==> config.mk <==
export PLATFORM = sky130hd
export DESIGN_NAME = char_lcd_4bit_write_sequencer_unit_flat
export DESIGN_NICKNAME = d
export VERILOG_FILES = /design/src/hw/rtl/clcd_pkg.sv /design/src/hw/rtl/clcd_req_if.sv /design/src/hw/rtl/clcd_step_if.sv /design/src/hw/rtl/clcd_digits.sv /design/src/hw/rtl/char_lcd_4bit_write_sequencer_unit.sv /design/src/flat_wrapper.sv
export SDC_FILE = /design/constraint.sdc
export NUM_CORES = 1
export LEC_CHECK = 0
export BUFFER_PORTS_ARGS = -buffer_cell sky130_fd_sc_hd__buf_2
export CAP_MARGIN = 5
export CORE_MARGIN = 2
export CORE_UTILIZATION = 64
export CTS_BUF_LIST = sky130_fd_sc_hd__clkbuf_2
export DETAILED_ROUTE_END_ITERATION = 8
export GPL_TIMING_DRIVEN = 0
export MAX_ROUTING_LAYER = met4
export PLACE_DENSITY = 0.83
export SYNTH_ARGS = -nofsm -noshare
export SYNTH_HDL_FRONTEND = slang
export SYNTH_SLANG_ARGS = --single-unit
==> constraint.sdc <==
create_clock -name clk -period 7.5 [get_ports clk]
set_input_delay 0.375 -clock clk [delete_from_list [all_inputs] [get_ports clk]]
set_output_delay 0.375 -clock clk [all_outputs]
set_load 0.005 [all_outputs]
==> src/hw/rtl/clcd_pkg.sv <==
package clcd_pkg;

  typedef enum logic [2:0] {
    OP_CMD    = 3'd0,
    OP_CHAR   = 3'd1,
    OP_CURSOR = 3'd2,
    OP_INIT   = 3'd3,
    OP_NUMBER = 3'd4
  } op_t;

  typedef enum logic [1:0] {
    KIND_NIBBLE = 2'd0,
    KIND_BUSY   = 2'd1,
    KIND_WAIT   = 2'd2
  } kind_t;

  typedef enum logic {
    ST_IDLE,
    ST_RUN
  } state_t;

  typedef logic [4:0] pc_t;

  // Micro-operation of one control word.
  typedef enum logic {
    UOP_EMIT,
    UOP_DIGIT
  } uop_t;

  typedef enum logic [1:0] {
    NSEL_CONST,
    NSEL_HI,
    NSEL_LO
  } nsel_t;

  typedef enum logic [1:0] {
    RSEL_ZERO,
    RSEL_ONE,
    RSEL_REQ
  } rsel_t;

  typedef enum logic [1:0] {
    WSEL_NONE,
    WSEL_POWER,
    WSEL_SHORT
  } wsel_t;

  typedef enum logic [1:0] {
    FIN_NO,
    FIN_END,
    FIN_LOOP
  } fin_t;

  typedef struct packed {
    uop_t       uop;
    kind_t      kind;
    nsel_t      nsel;
    rsel_t      rsel;
    wsel_t      wsel;
    logic [3:0] cnib;
    fin_t       fin;
  } uword_t;

  localparam logic [7:0]  CURSOR_ROW0   = 8'h80;
  localparam logic [7:0]  CURSOR_ROW1   = 8'hC0;
  localparam logic [7:0]  CHAR_ZERO     = 8'h30;
  localparam logic [13:0] WAIT_POWER_US = 14'd16000;
  localparam logic [13:0] WAIT_SHORT_US = 14'd50;

  // Program entry points and landmarks.
  localparam pc_t PC_BYTE   = 5'd0;
  localparam pc_t PC_NUMBER = 5'd3;
  localparam pc_t PC_DIGIT  = 5'd6;
  localparam pc_t PC_INIT   = 5'd10;
  localparam pc_t PC_LAST   = 5'd25;

  function automatic uword_t uc_emit(input kind_t k, input nsel_t ns, input rsel_t rs,
                                     input wsel_t ws, input logic [3:0] cn, input fin_t f);
    uword_t w;
    w.uop  = UOP_EMIT;
    w.kind = k;
    w.nsel = ns;
    w.rsel = rs;
    w.wsel = ws;
    w.cnib = cn;
    w.fin  = f;
    return w;
  endfunction

  function automatic uword_t uc_nib(input logic [3:0] cn);
    return uc_emit(KIND_NIBBLE, NSEL_CONST, RSEL_ZERO, WSEL_NONE, cn, FIN_NO);
  endfunction

  function automatic uword_t uc_busy(input fin_t f);
    return uc_emit(KIND_BUSY, NSEL_CONST, RSEL_ZERO, WSEL_NONE, 4'h0, f);
  endfunction

  function automatic uword_t uc_wait(input wsel_t ws);
    return uc_emit(KIND_WAIT, NSEL_CONST, RSEL_ZERO, ws, 4'h0, FIN_NO);
  endfunction

  // The sequencer program. A byte is always high nibble, low nibble, busy wait.
  function automatic uword_t clcd_ucode(input pc_t pc);
    uword_t w;
    w = uc_busy(FIN_END);
    unique case (pc)
      // Command, character or cursor byte.
      5'd0:  w = uc_emit(KIND_NIBBLE, NSEL_HI, RSEL_REQ, WSEL_NONE, 4'h0, FIN_NO);
      5'd1:  w = uc_emit(KIND_NIBBLE, NSEL_LO, RSEL_REQ, WSEL_NONE, 4'h0, FIN_NO);
      5'd2:  w = uc_busy(FIN_END);
      // Number: cursor byte, then one byte per digit.
      5'd3:  w = uc_emit(KIND_NIBBLE, NSEL_HI, RSEL_ZERO, WSEL_NONE, 4'h0, FIN_NO);
      5'd4:  w = uc_emit(KIND_NIBBLE, NSEL_LO, RSEL_ZERO, WSEL_NONE, 4'h0, FIN_NO);
      5'd5:  w = uc_busy(FIN_NO);
      5'd6:  begin
        w     = uc_busy(FIN_NO);
        w.uop = UOP_DIGIT;
      end
      5'd7:  w = uc_emit(KIND_NIBBLE, NSEL_HI, RSEL_ONE, WSEL_NONE, 4'h0, FIN_NO);
      5'd8:  w = uc_emit(KIND_NIBBLE, NSEL_LO, RSEL_ONE, WSEL_NONE, 4'h0, FIN_NO);
      5'd9:  w = uc_busy(FIN_LOOP);
      // Power-up sequence.
      5'd10: w = uc_wait(WSEL_POWER);
      5'd11: w = uc_nib(4'h3);
      5'd12: w = uc_wait(WSEL_SHORT);
      5'd13: w = uc_nib(4'h3);
      5'd14: w = uc_wait(WSEL_SHORT);
      5'd15: w = uc_nib(4'h2);
      5'd16: w = uc_busy(FIN_NO);
      5'd17: w = uc_nib(4'h2);
      5'd18: w = uc_nib(4'h8);
      5'd19: w = uc_busy(FIN_NO);
      5'd20: w = uc_nib(4'h0);
      5'd21: w = uc_nib(4'hC);
      5'd22: w = uc_busy(FIN_NO);
      5'd23: w = uc_nib(4'h0);
      5'd24: w = uc_nib(4'h1);
      5'd25: w = uc_busy(FIN_END);
      default: w = uc_busy(FIN_END);
    endcase
    return w;
  endfunction

endpackage

==> src/hw/rtl/clcd_req_if.sv <==
interface clcd_req_if
  import clcd_pkg::*;
();
  logic        valid;
  logic        ready;
  logic [2:0]  op;
  logic [15:0] value;
  logic        row;
  logic [5:0]  column;
  logic [2:0]  digit_count;

  modport source (output valid, op, value, row, column, digit_count, input ready);
  modport sink (input valid, op, value, row, column, digit_count, output ready);
endinterface

==> src/hw/rtl/clcd_step_if.sv <==
interface clcd_step_if
  import clcd_pkg::*;
();
  logic        valid;
  logic        ready;
  kind_t       kind;
  logic        reg_select;
  logic [3:0]  nibble;
  logic [13:0] wait_us;
  logic        last;

  modport source (output valid, kind, reg_select, nibble, wait_us, last, input ready);
  modport sink (input valid, kind, reg_select, nibble, wait_us, last, output ready);
endinterface

==> src/hw/rtl/clcd_digits.sv <==
module clcd_digits
  import clcd_pkg::*;
#(
  parameter int MAX_DIGITS = 5,
  localparam int IW = (MAX_DIGITS > 1) ? $clog2(MAX_DIGITS) : 1,
  localparam int CW = $clog2(MAX_DIGITS + 1)
) (
  input  logic          clk,
  input  logic          rst_n,
  input  logic          start,
  input  logic [15:0]   value,
  input  logic [CW-1:0] count,
  input  logic [IW-1:0] rd_idx,
  output logic          busy,
  output logic [3:0]    digit
);

  logic [15:0]   v_r;
  logic [IW-1:0] wi_r;
  logic [CW-1:0] left_r;
  logic [3:0]    d_r [MAX_DIGITS];
  logic [32:0]   prod;
  logic [15:0]   quo;
  logic [15:0]   rem;

  // Division by ten as a multiply by the rounded reciprocal; exact for 16-bit values.
  assign prod = v_r * 17'd52429;
  assign quo  = 16'(prod[32:19]);
  assign rem  = v_r - ((quo << 3) + (quo << 1));

  assign busy  = (left_r != '0);
  assign digit = d_r[rd_idx];

  always_ff @(posedge clk) begin
    if (!rst_n) begin
      left_r <= '0;
    end else if (start) begin
      left_r <= count;
    end else if (busy) begin
      left_r <= left_r - CW'(1);
    end
  end

  // Digits come out least significant first and are stored most significant at index 0.
  always_ff @(posedge clk) begin
    if (start) begin
      v_r  <= value;
      wi_r <= IW'(count - CW'(1));
    end else if (busy) begin
      d_r[wi_r] <= rem[3:0];
      v_r       <= quo;
      wi_r      <= wi_r - IW'(1);
    end
  end

endmodule

==> src/hw/rtl/char_lcd_4bit_write_sequencer_unit.sv <==
// Character LCD 4-bit write sequencer: each named op on in_req becomes a run of bus steps on
// out_step (nibble write with enable pulse, busy-flag wait, or timed wait), the final step
// carrying last. Command and character requests give three steps, a cursor request three,
// the power-up request sixteen, and a number request three plus three per digit. A
// microcoded sequencer with a program counter walks a small control store and issues at
// most one step per clock; each printed digit also takes a control word of its own that
// loads its character. The decimal split starts when a number request is taken and
// yields one digit per clock, so it hides behind the three cursor steps for up to three
// digits; a fourth and a fifth digit each hold the first character load back further. A
// new request is taken once the final step has been loaded into the output register.
module char_lcd_4bit_write_sequencer_unit
  import clcd_pkg::*;
#(
  parameter int MAX_DIGITS = 5
) (
  input  logic        clk,
  input  logic        rst_n,
  clcd_req_if.sink    in_req,
  clcd_step_if.source out_step
);

  localparam int IW = (MAX_DIGITS > 1) ? $clog2(MAX_DIGITS) : 1;
  localparam int CW = $clog2(MAX_DIGITS + 1);

  state_t        state_r, state_nxt;
  pc_t           pc_r, pc_nxt;
  logic [7:0]    byte_r, byte_nxt;
  logic          rs_r, rs_nxt;
  logic [CW-1:0] n_r, n_nxt;
  logic [CW-1:0] ri_r, ri_nxt;
  logic          out_valid_r, out_valid_nxt;

  kind_t         kind_r;
  logic          reg_select_r;
  logic [3:0]    nibble_r;
  logic [13:0]   wait_us_r;
  logic          last_r;

  uword_t        uw;
  logic          emit;
  logic          step_last;
  logic [3:0]    step_nib;
  logic          step_rs;
  logic [13:0]   step_wait;
  logic [7:0]    cursor_byte;
  logic [CW-1:0] n_sat;
  logic          dig_start;
  logic          dig_busy;
  logic [3:0]    dig_value;

  assign uw          = clcd_ucode(pc_r);
  assign cursor_byte = (in_req.row ? CURSOR_ROW1 : CURSOR_ROW0) + {2'b00, in_req.column};

  always_comb begin
    if (in_req.digit_count == 3'd0) begin
      n_sat = CW'(1);
    end else if (in_req.digit_count > 3'(MAX_DIGITS)) begin
      n_sat = CW'(MAX_DIGITS);
    end else begin
      n_sat = CW'(in_req.digit_count);
    end
  end

  clcd_digits #(
    .MAX_DIGITS(MAX_DIGITS)
  ) u_digits (
    .clk   (clk),
    .rst_n (rst_n),
    .start (dig_start),
    .value (in_req.value),
    .count (n_sat),
    .rd_idx(ri_r[IW-1:0]),
    .busy  (dig_busy),
    .digit (dig_value)
  );

  // Datapath selections driven by the current control word.
  always_comb begin
    unique case (uw.nsel)
      NSEL_HI: step_nib = byte_r[7:4];
      NSEL_LO: step_nib = byte_r[3:0];
      default: step_nib = uw.cnib;
    endcase
    unique case (uw.rsel)
      RSEL_ONE: step_rs = 1'b1;
      RSEL_REQ: step_rs = rs_r;
      default:  step_rs = 1'b0;
    endcase
    unique case (uw.wsel)
      WSEL_POWER: step_wait = WAIT_POWER_US;
      WSEL_SHORT: step_wait = WAIT_SHORT_US;
      default:    step_wait = 14'd0;
    endcase
    unique case (uw.fin)
      FIN_END:  step_last = 1'b1;
      FIN_LOOP: step_last = (ri_r == n_r);
      default:  step_last = 1'b0;
    endcase
  end

  always_comb begin
    state_nxt     = state_r;
    pc_nxt        = pc_r;
    byte_nxt      = byte_r;
    rs_nxt        = rs_r;
    n_nxt         = n_r;
    ri_nxt        = ri_r;
    out_valid_nxt = out_valid_r && !out_step.ready;
    in_req.ready  = 1'b0;
    dig_start     = 1'b0;
    emit          = 1'b0;
    unique case (state_r)
      ST_IDLE: begin
        in_req.ready = 1'b1;
        if (in_req.valid) begin
          unique case (in_req.op)
            OP_CMD, OP_CHAR: begin
              byte_nxt  = in_req.value[7:0];
              rs_nxt    = (in_req.op == OP_CHAR);
              pc_nxt    = PC_BYTE;
              state_nxt = ST_RUN;
            end
            OP_CURSOR: begin
              byte_nxt  = cursor_byte;
              rs_nxt    = 1'b0;
              pc_nxt    = PC_BYTE;
              state_nxt = ST_RUN;
            end
            OP_INIT: begin
              pc_nxt    = PC_INIT;
              state_nxt = ST_RUN;
            end
            OP_NUMBER: begin
              byte_nxt  = cursor_byte;
              n_nxt     = n_sat;
              ri_nxt    = '0;
              dig_start = 1'b1;
              pc_nxt    = PC_NUMBER;
              state_nxt = ST_RUN;
            end
            default: state_nxt = ST_IDLE;
          endcase
        end
      end
      ST_RUN: begin
        unique case (uw.uop)
          UOP_DIGIT: begin
            if (!dig_busy) begin
              byte_nxt = CHAR_ZERO + {4'h0, dig_value};
              ri_nxt   = ri_r + CW'(1);
              pc_nxt   = pc_r + 5'd1;
            end
          end
          default: begin
            if (!out_valid_r || out_step.ready) begin
              emit          = 1'b1;
              out_valid_nxt = 1'b1;
              if (step_last) begin
                state_nxt = ST_IDLE;
              end else if (uw.fin == FIN_LOOP) begin
                pc_nxt = PC_DIGIT;
              end else begin
                pc_nxt = pc_r + 5'd1;
              end
            end
          end
        endcase
      end
      default: state_nxt = ST_IDLE;
    endcase
  end

  always_ff @(posedge clk) begin
    if (!rst_n) begin
      state_r     <= ST_IDLE;
      pc_r        <= PC_BYTE;
      n_r         <= CW'(1);
      ri_r        <= '0;
      out_valid_r <= 1'b0;
    end else begin
      state_r     <= state_nxt;
      pc_r        <= pc_nxt;
      n_r         <= n_nxt;
      ri_r        <= ri_nxt;
      out_valid_r <= out_valid_nxt;
    end
  end

  always_ff @(posedge clk) begin
    byte_r <= byte_nxt;
    rs_r   <= rs_nxt;
    if (emit) begin
      kind_r       <= uw.kind;
      reg_select_r <= step_rs;
      nibble_r     <= step_nib;
      wait_us_r    <= step_wait;
      last_r       <= step_last;
    end
  end

  assign out_step.valid      = out_valid_r;
  assign out_step.kind       = kind_r;
  assign out_step.reg_select = reg_select_r;
  assign out_step.nibble     = nibble_r;
  assign out_step.wait_us    = wait_us_r;
  assign out_step.last       = last_r;

`ifndef SYNTH
  a_pc_in_program: assert property (@(posedge clk) disable iff (!rst_n)
    state_r == ST_RUN |-> pc_r <= PC_LAST)
    else $error("program counter ran past the end of the control store");

  a_digit_index: assert property (@(posedge clk) disable iff (!rst_n)
    state_r == ST_RUN && pc_r >= PC_DIGIT && pc_r < PC_INIT |-> ri_r <= n_r)
    else $error("digit index passed the digit count");

  a_last_ends_run: assert property (@(posedge clk) disable iff (!rst_n)
    emit && step_last |=> state_r == ST_IDLE && out_step.valid && out_step.last)
    else $error("final step did not end the run");

  a_digit_load: assert property (@(posedge clk) disable iff (!rst_n)
    state_r == ST_RUN && uw.uop == UOP_DIGIT && !dig_busy |=> ri_r == $past(ri_r) + CW'(1))
    else $error("digit load did not advance the digit index");
`endif

endmodule

==> src/flat_wrapper.sv <==
// flat-port wrapper written by rule: the top's interface ports become plain ports
module char_lcd_4bit_write_sequencer_unit_flat import clcd_pkg::*;
#(
  parameter int MAX_DIGITS = 5
)
  (clk, rst_n, in_req_valid, in_req_op, in_req_value, in_req_row, in_req_column, in_req_digit_count, in_req_ready, out_step_valid, out_step_kind, out_step_reg_select, out_step_nibble, out_step_wait_us, out_step_last, out_step_ready);
  clcd_req_if in_req_i ();
  clcd_step_if out_step_i ();
  input  logic clk;
  input  logic rst_n;
  input wire logic [$bits(in_req_i.valid)-1:0] in_req_valid;
  input wire logic [$bits(in_req_i.op)-1:0] in_req_op;
  input wire logic [$bits(in_req_i.value)-1:0] in_req_value;
  input wire logic [$bits(in_req_i.row)-1:0] in_req_row;
  input wire logic [$bits(in_req_i.column)-1:0] in_req_column;
  input wire logic [$bits(in_req_i.digit_count)-1:0] in_req_digit_count;
  output wire logic [$bits(in_req_i.ready)-1:0] in_req_ready;
  output wire logic [$bits(out_step_i.valid)-1:0] out_step_valid;
  output wire logic [$bits(out_step_i.kind)-1:0] out_step_kind;
  output wire logic [$bits(out_step_i.reg_select)-1:0] out_step_reg_select;
  output wire logic [$bits(out_step_i.nibble)-1:0] out_step_nibble;
  output wire logic [$bits(out_step_i.wait_us)-1:0] out_step_wait_us;
  output wire logic [$bits(out_step_i.last)-1:0] out_step_last;
  input wire logic [$bits(out_step_i.ready)-1:0] out_step_ready;
  assign in_req_i.valid = in_req_valid;
  assign in_req_i.op = in_req_op;
  assign in_req_i.value = in_req_value;
  assign in_req_i.row = in_req_row;
  assign in_req_i.column = in_req_column;
  assign in_req_i.digit_count = in_req_digit_count;
  assign in_req_ready = in_req_i.ready;
  assign out_step_valid = out_step_i.valid;
  assign out_step_kind = out_step_i.kind;
  assign out_step_reg_select = out_step_i.reg_select;
  assign out_step_nibble = out_step_i.nibble;
  assign out_step_wait_us = out_step_i.wait_us;
  assign out_step_last = out_step_i.last;
  assign out_step_i.ready = out_step_ready;
  char_lcd_4bit_write_sequencer_unit #(.MAX_DIGITS(MAX_DIGITS)) u_core (.clk(clk), .rst_n(rst_n), .in_req(in_req_i), .out_step(out_step_i));
endmodule
==> run_results.csv <==
group,metric,value,unit
worst_hold_path,hp-class,"input port to register",
die,die_area,14700,sq um
sta,setup_viol,0,
global_route,grtUsageTotal,27.9,%
die,io_pins,57,
synth,yosysSeqAreaShare,27.4,%
synth,synth_area_leaders,"ha_1 21%, edfxtp_1 20%, fa_1 18%",
sta,finalClockSkew,19.4,ps
layout,diodes,0,
critical_path,worst-setup-path-type,"register to register",
die,die_w,121,microns
global_route,grt_max_degree,20,
flow_run,max_cap_viol_count,0,
routing,dr_wl_met2,8430,microns
run_status,status,"completed",
sta,finalCritPeriodShare,86.4,%
routing,first_pass_iters,5,
die,row_count,42,
synth,synth_cell_types,71,
sta,final_max_slew_viol_count,0,
synth,avgSynthCellArea,10.4,sq um
synth,async_flop_share,0,%
routing,routed_wl,18200,microns
clock_tree,root_buffer,"clkbuf_2",
critical_path,ff2ff_setup_slack,1020,ps
synth,ys_warn_count,0,
synth,synth_fa_ha_area_share,39.4,%
synth,yosysTopAreaCellShare,21.3,%
sta,finalHoldViolCount,0,
synth,synth-xor-area-share,2.93,%
synth,synth-compound-area-share,8.80,%
synth,netlist_area,8830,sq um
placed_design,dp_hpwl,15300,microns
synth,synthMuxAreaShare,2.82,%
routing,met1_length,8350,microns
global_route,antenna_found_initial,0,
die,core_area,13300,sq um
clock_tree,post_cts_resize_count,0,
routing,first_iter_violations,334,
synth,synthFlopType,"edfxtp_1",
clock_tree,clock-sinks,92,
critical_path,critPathArrivalTime,6790,ps
sta,clock.fmax,0.154,GHz
clock_tree,cts_tree,"built",
layout,layout_common_cells,"179 x inv_1, 150 x ha_1, 80 x fa_1",
sta,setup-tns-final,0,ps
clock_tree,post_cts_buffers,0,
clock_tree,clk_pin_slew,250,ps
synth,syn-instance-count,849,
synth,synth_top_cell_by_area,"ha_1",
placed_design,gp_congestion,0.955,
clock_tree,hold_buffers,0,
routing,vias_per_cell,5.51,
layout,drive_gt1_share,12.2,%
placed_design,port-buffer-count,50,
layout,syn_to_final_growth,6.85,%
clock_tree,h-tree-depth,3,
global_route,grt_overflow,0,
routing,via_count,6033,
sta,relSlewSlack,35.4,%
routing,dr.max_layer_used,"met4",
die,initial_core_util,66.1,%
critical_path,crit_path_end_kind,"register",
synth,synth.ff_latch_count,92,
sta,fin_crit,6480,ps
global_route,grt_pass1_wl,30700,microns
critical_path,start_kind,"register",
critical_path,cp_max_fo,6,
routing,route.detailed.drc,0,
layout,final_common_cell,"inv_1",
die,die_h,121,microns
layout,nFillCells,1013,
routing,ant_nets,0,
global_route,grt_pass1_vias,6291,
synth,synth_edf_count,58,
sta,max_slew.worst_pin.slew,969,ps
clock_tree,max-clock-path-buffers,2,
routing,wl_met3,1120,microns
critical_path,required,7810,ps
layout,nets,1177,
synth,synth_top_family_by_area,"adder cells",
clock_tree,clock_latency,560,ps
synth,synthSimpleGateAreaFrac,9.27,%
clock_tree,cts_buffers,9,
routing,wire_per_inst,16.6,microns
sta,rsz0062_at_grt,"false",
==> synth_stat cells (all sizes together) (4+ instances only) <==
cell and instances:
dfxtp 34, xor2 10, nor3b 4, buf 18, fa 80, o21ai 19
a21oi 36, mux2i 8, and2 14, nand2b 9, nand2 56, nor2b 7
o21bai 4, a21boi 4, o21a 5, o31ai 4, nand3 10, nor3 8
xnor2 17, nor2 38, mux4 4, and3 9, a22oi 4, o22ai 4
mux2 7, ha 150, a211oi 5, clkbuf 5, edfxtp 58, inv 181
==> layer usage <==
metal,track usage (%),vias to the layer above
li1,-,2930
met3,6.34,27
met2,43.2,153
met1,38.6,2923
met4,4.74,0
met5,-,-
==> area by class of cell <==
class,instances,area (sq um),share of cell area [%]
clock buffer,10,50.0,0.531
inverter,181,679,7.20
tap,176,220,2.34
timing repair buffer,50,250,2.65
buffer,23,139,1.47
sequential,92,2420,25.7
clock inverter,6,68.8,0.730
multi-input combinational,557,5600,59.4
==> path summary, 6_finish.rpt <==
check	start	to	cells after the start
setup / recovery	u_core.u_digits.v_r[3]	u_core.u_digits.d_r[4][3]	20
hold / removal	in_req_value[13]	u_core.u_digits.v_r[13]	2
setup reg to reg	u_core.u_digits.v_r[3]	u_core.u_digits.d_r[4][3]	20
hold reg to reg	u_core.uw[13]	u_core.out_step.kind[1]	0
==> metrics by stage <==
| stage | area [sq um] | setup WS [ps] | hold slack, ps | cells | util (%) |
|---|---|---|---|---|---|
| 6_report | 9430 | 1020 | 70.9 | 1095 | 70.7 |
| 5_1_grt | 9430 | 761 | 14.5 | 1095 | 70.7 |
| 4_1_cts | 9430 | 1020 | 30.2 | 1095 | 70.7 |
| 3_5_place_dp | 9310 | 1070 | 394 | 1079 | 69.8 |
| 3_3_place_gp | 9310 | 1090 | 391 | 1079 | 69.8 |
| 2_1_floorplan | 8840 | 1810 | 386 | 853 | - |
==> worst max-delay path, stage by stage, from the launching register on <==
cell and delay (ps):
edfxtp_1 590, ha_1 450, inv_1 90, fa_1 530, inv_1 50, fa_1 530, fa_1 540, fa_1 550
inv_1 60, fa_1 520, inv_1 40, ha_1 320, nand2_1 70, a21oi_1 40, a211oi_1 500, nand2_1 170
a211oi_1 280, nor2_1 100, ha_1 200, xor2_1 210, xnor3_1 410
==> cells by family (layout without fill, tap and decap cells) <==
logic type	after synthesis	after routing
AO/OA/AOI/OAI	110	110
adder cells (fa/ha/maj)	230	230
flip-flops	92	92
other	1	5
buffers and inverters	204	270
multiplexers	19	19
AND/OR/NAND/NOR	165	165
XOR/XNOR	28	28
==> state kept, by name, indices dropped and copies added, names as in the netlist, 2 cells and up, named ones only <==
name                     count
u_core.n_r                   3
u_core.u_digits.d_r         20
u_core.out_step.wait_us      2
u_core.pc_r                  5
u_core.ri_r                  3
u_core.byte_r                8
u_core.u_digits.left_r       3
u_core.out_step.kind         2
u_core.out_step.nibble       4
u_core.u_digits.wi_r         3
u_core.u_digits.v_r         16
u_core.uw                   15
Power is left out: the tool's default activity adds up to more than one toggle a clock period on the data nets, which glitch-free logic cannot reach.
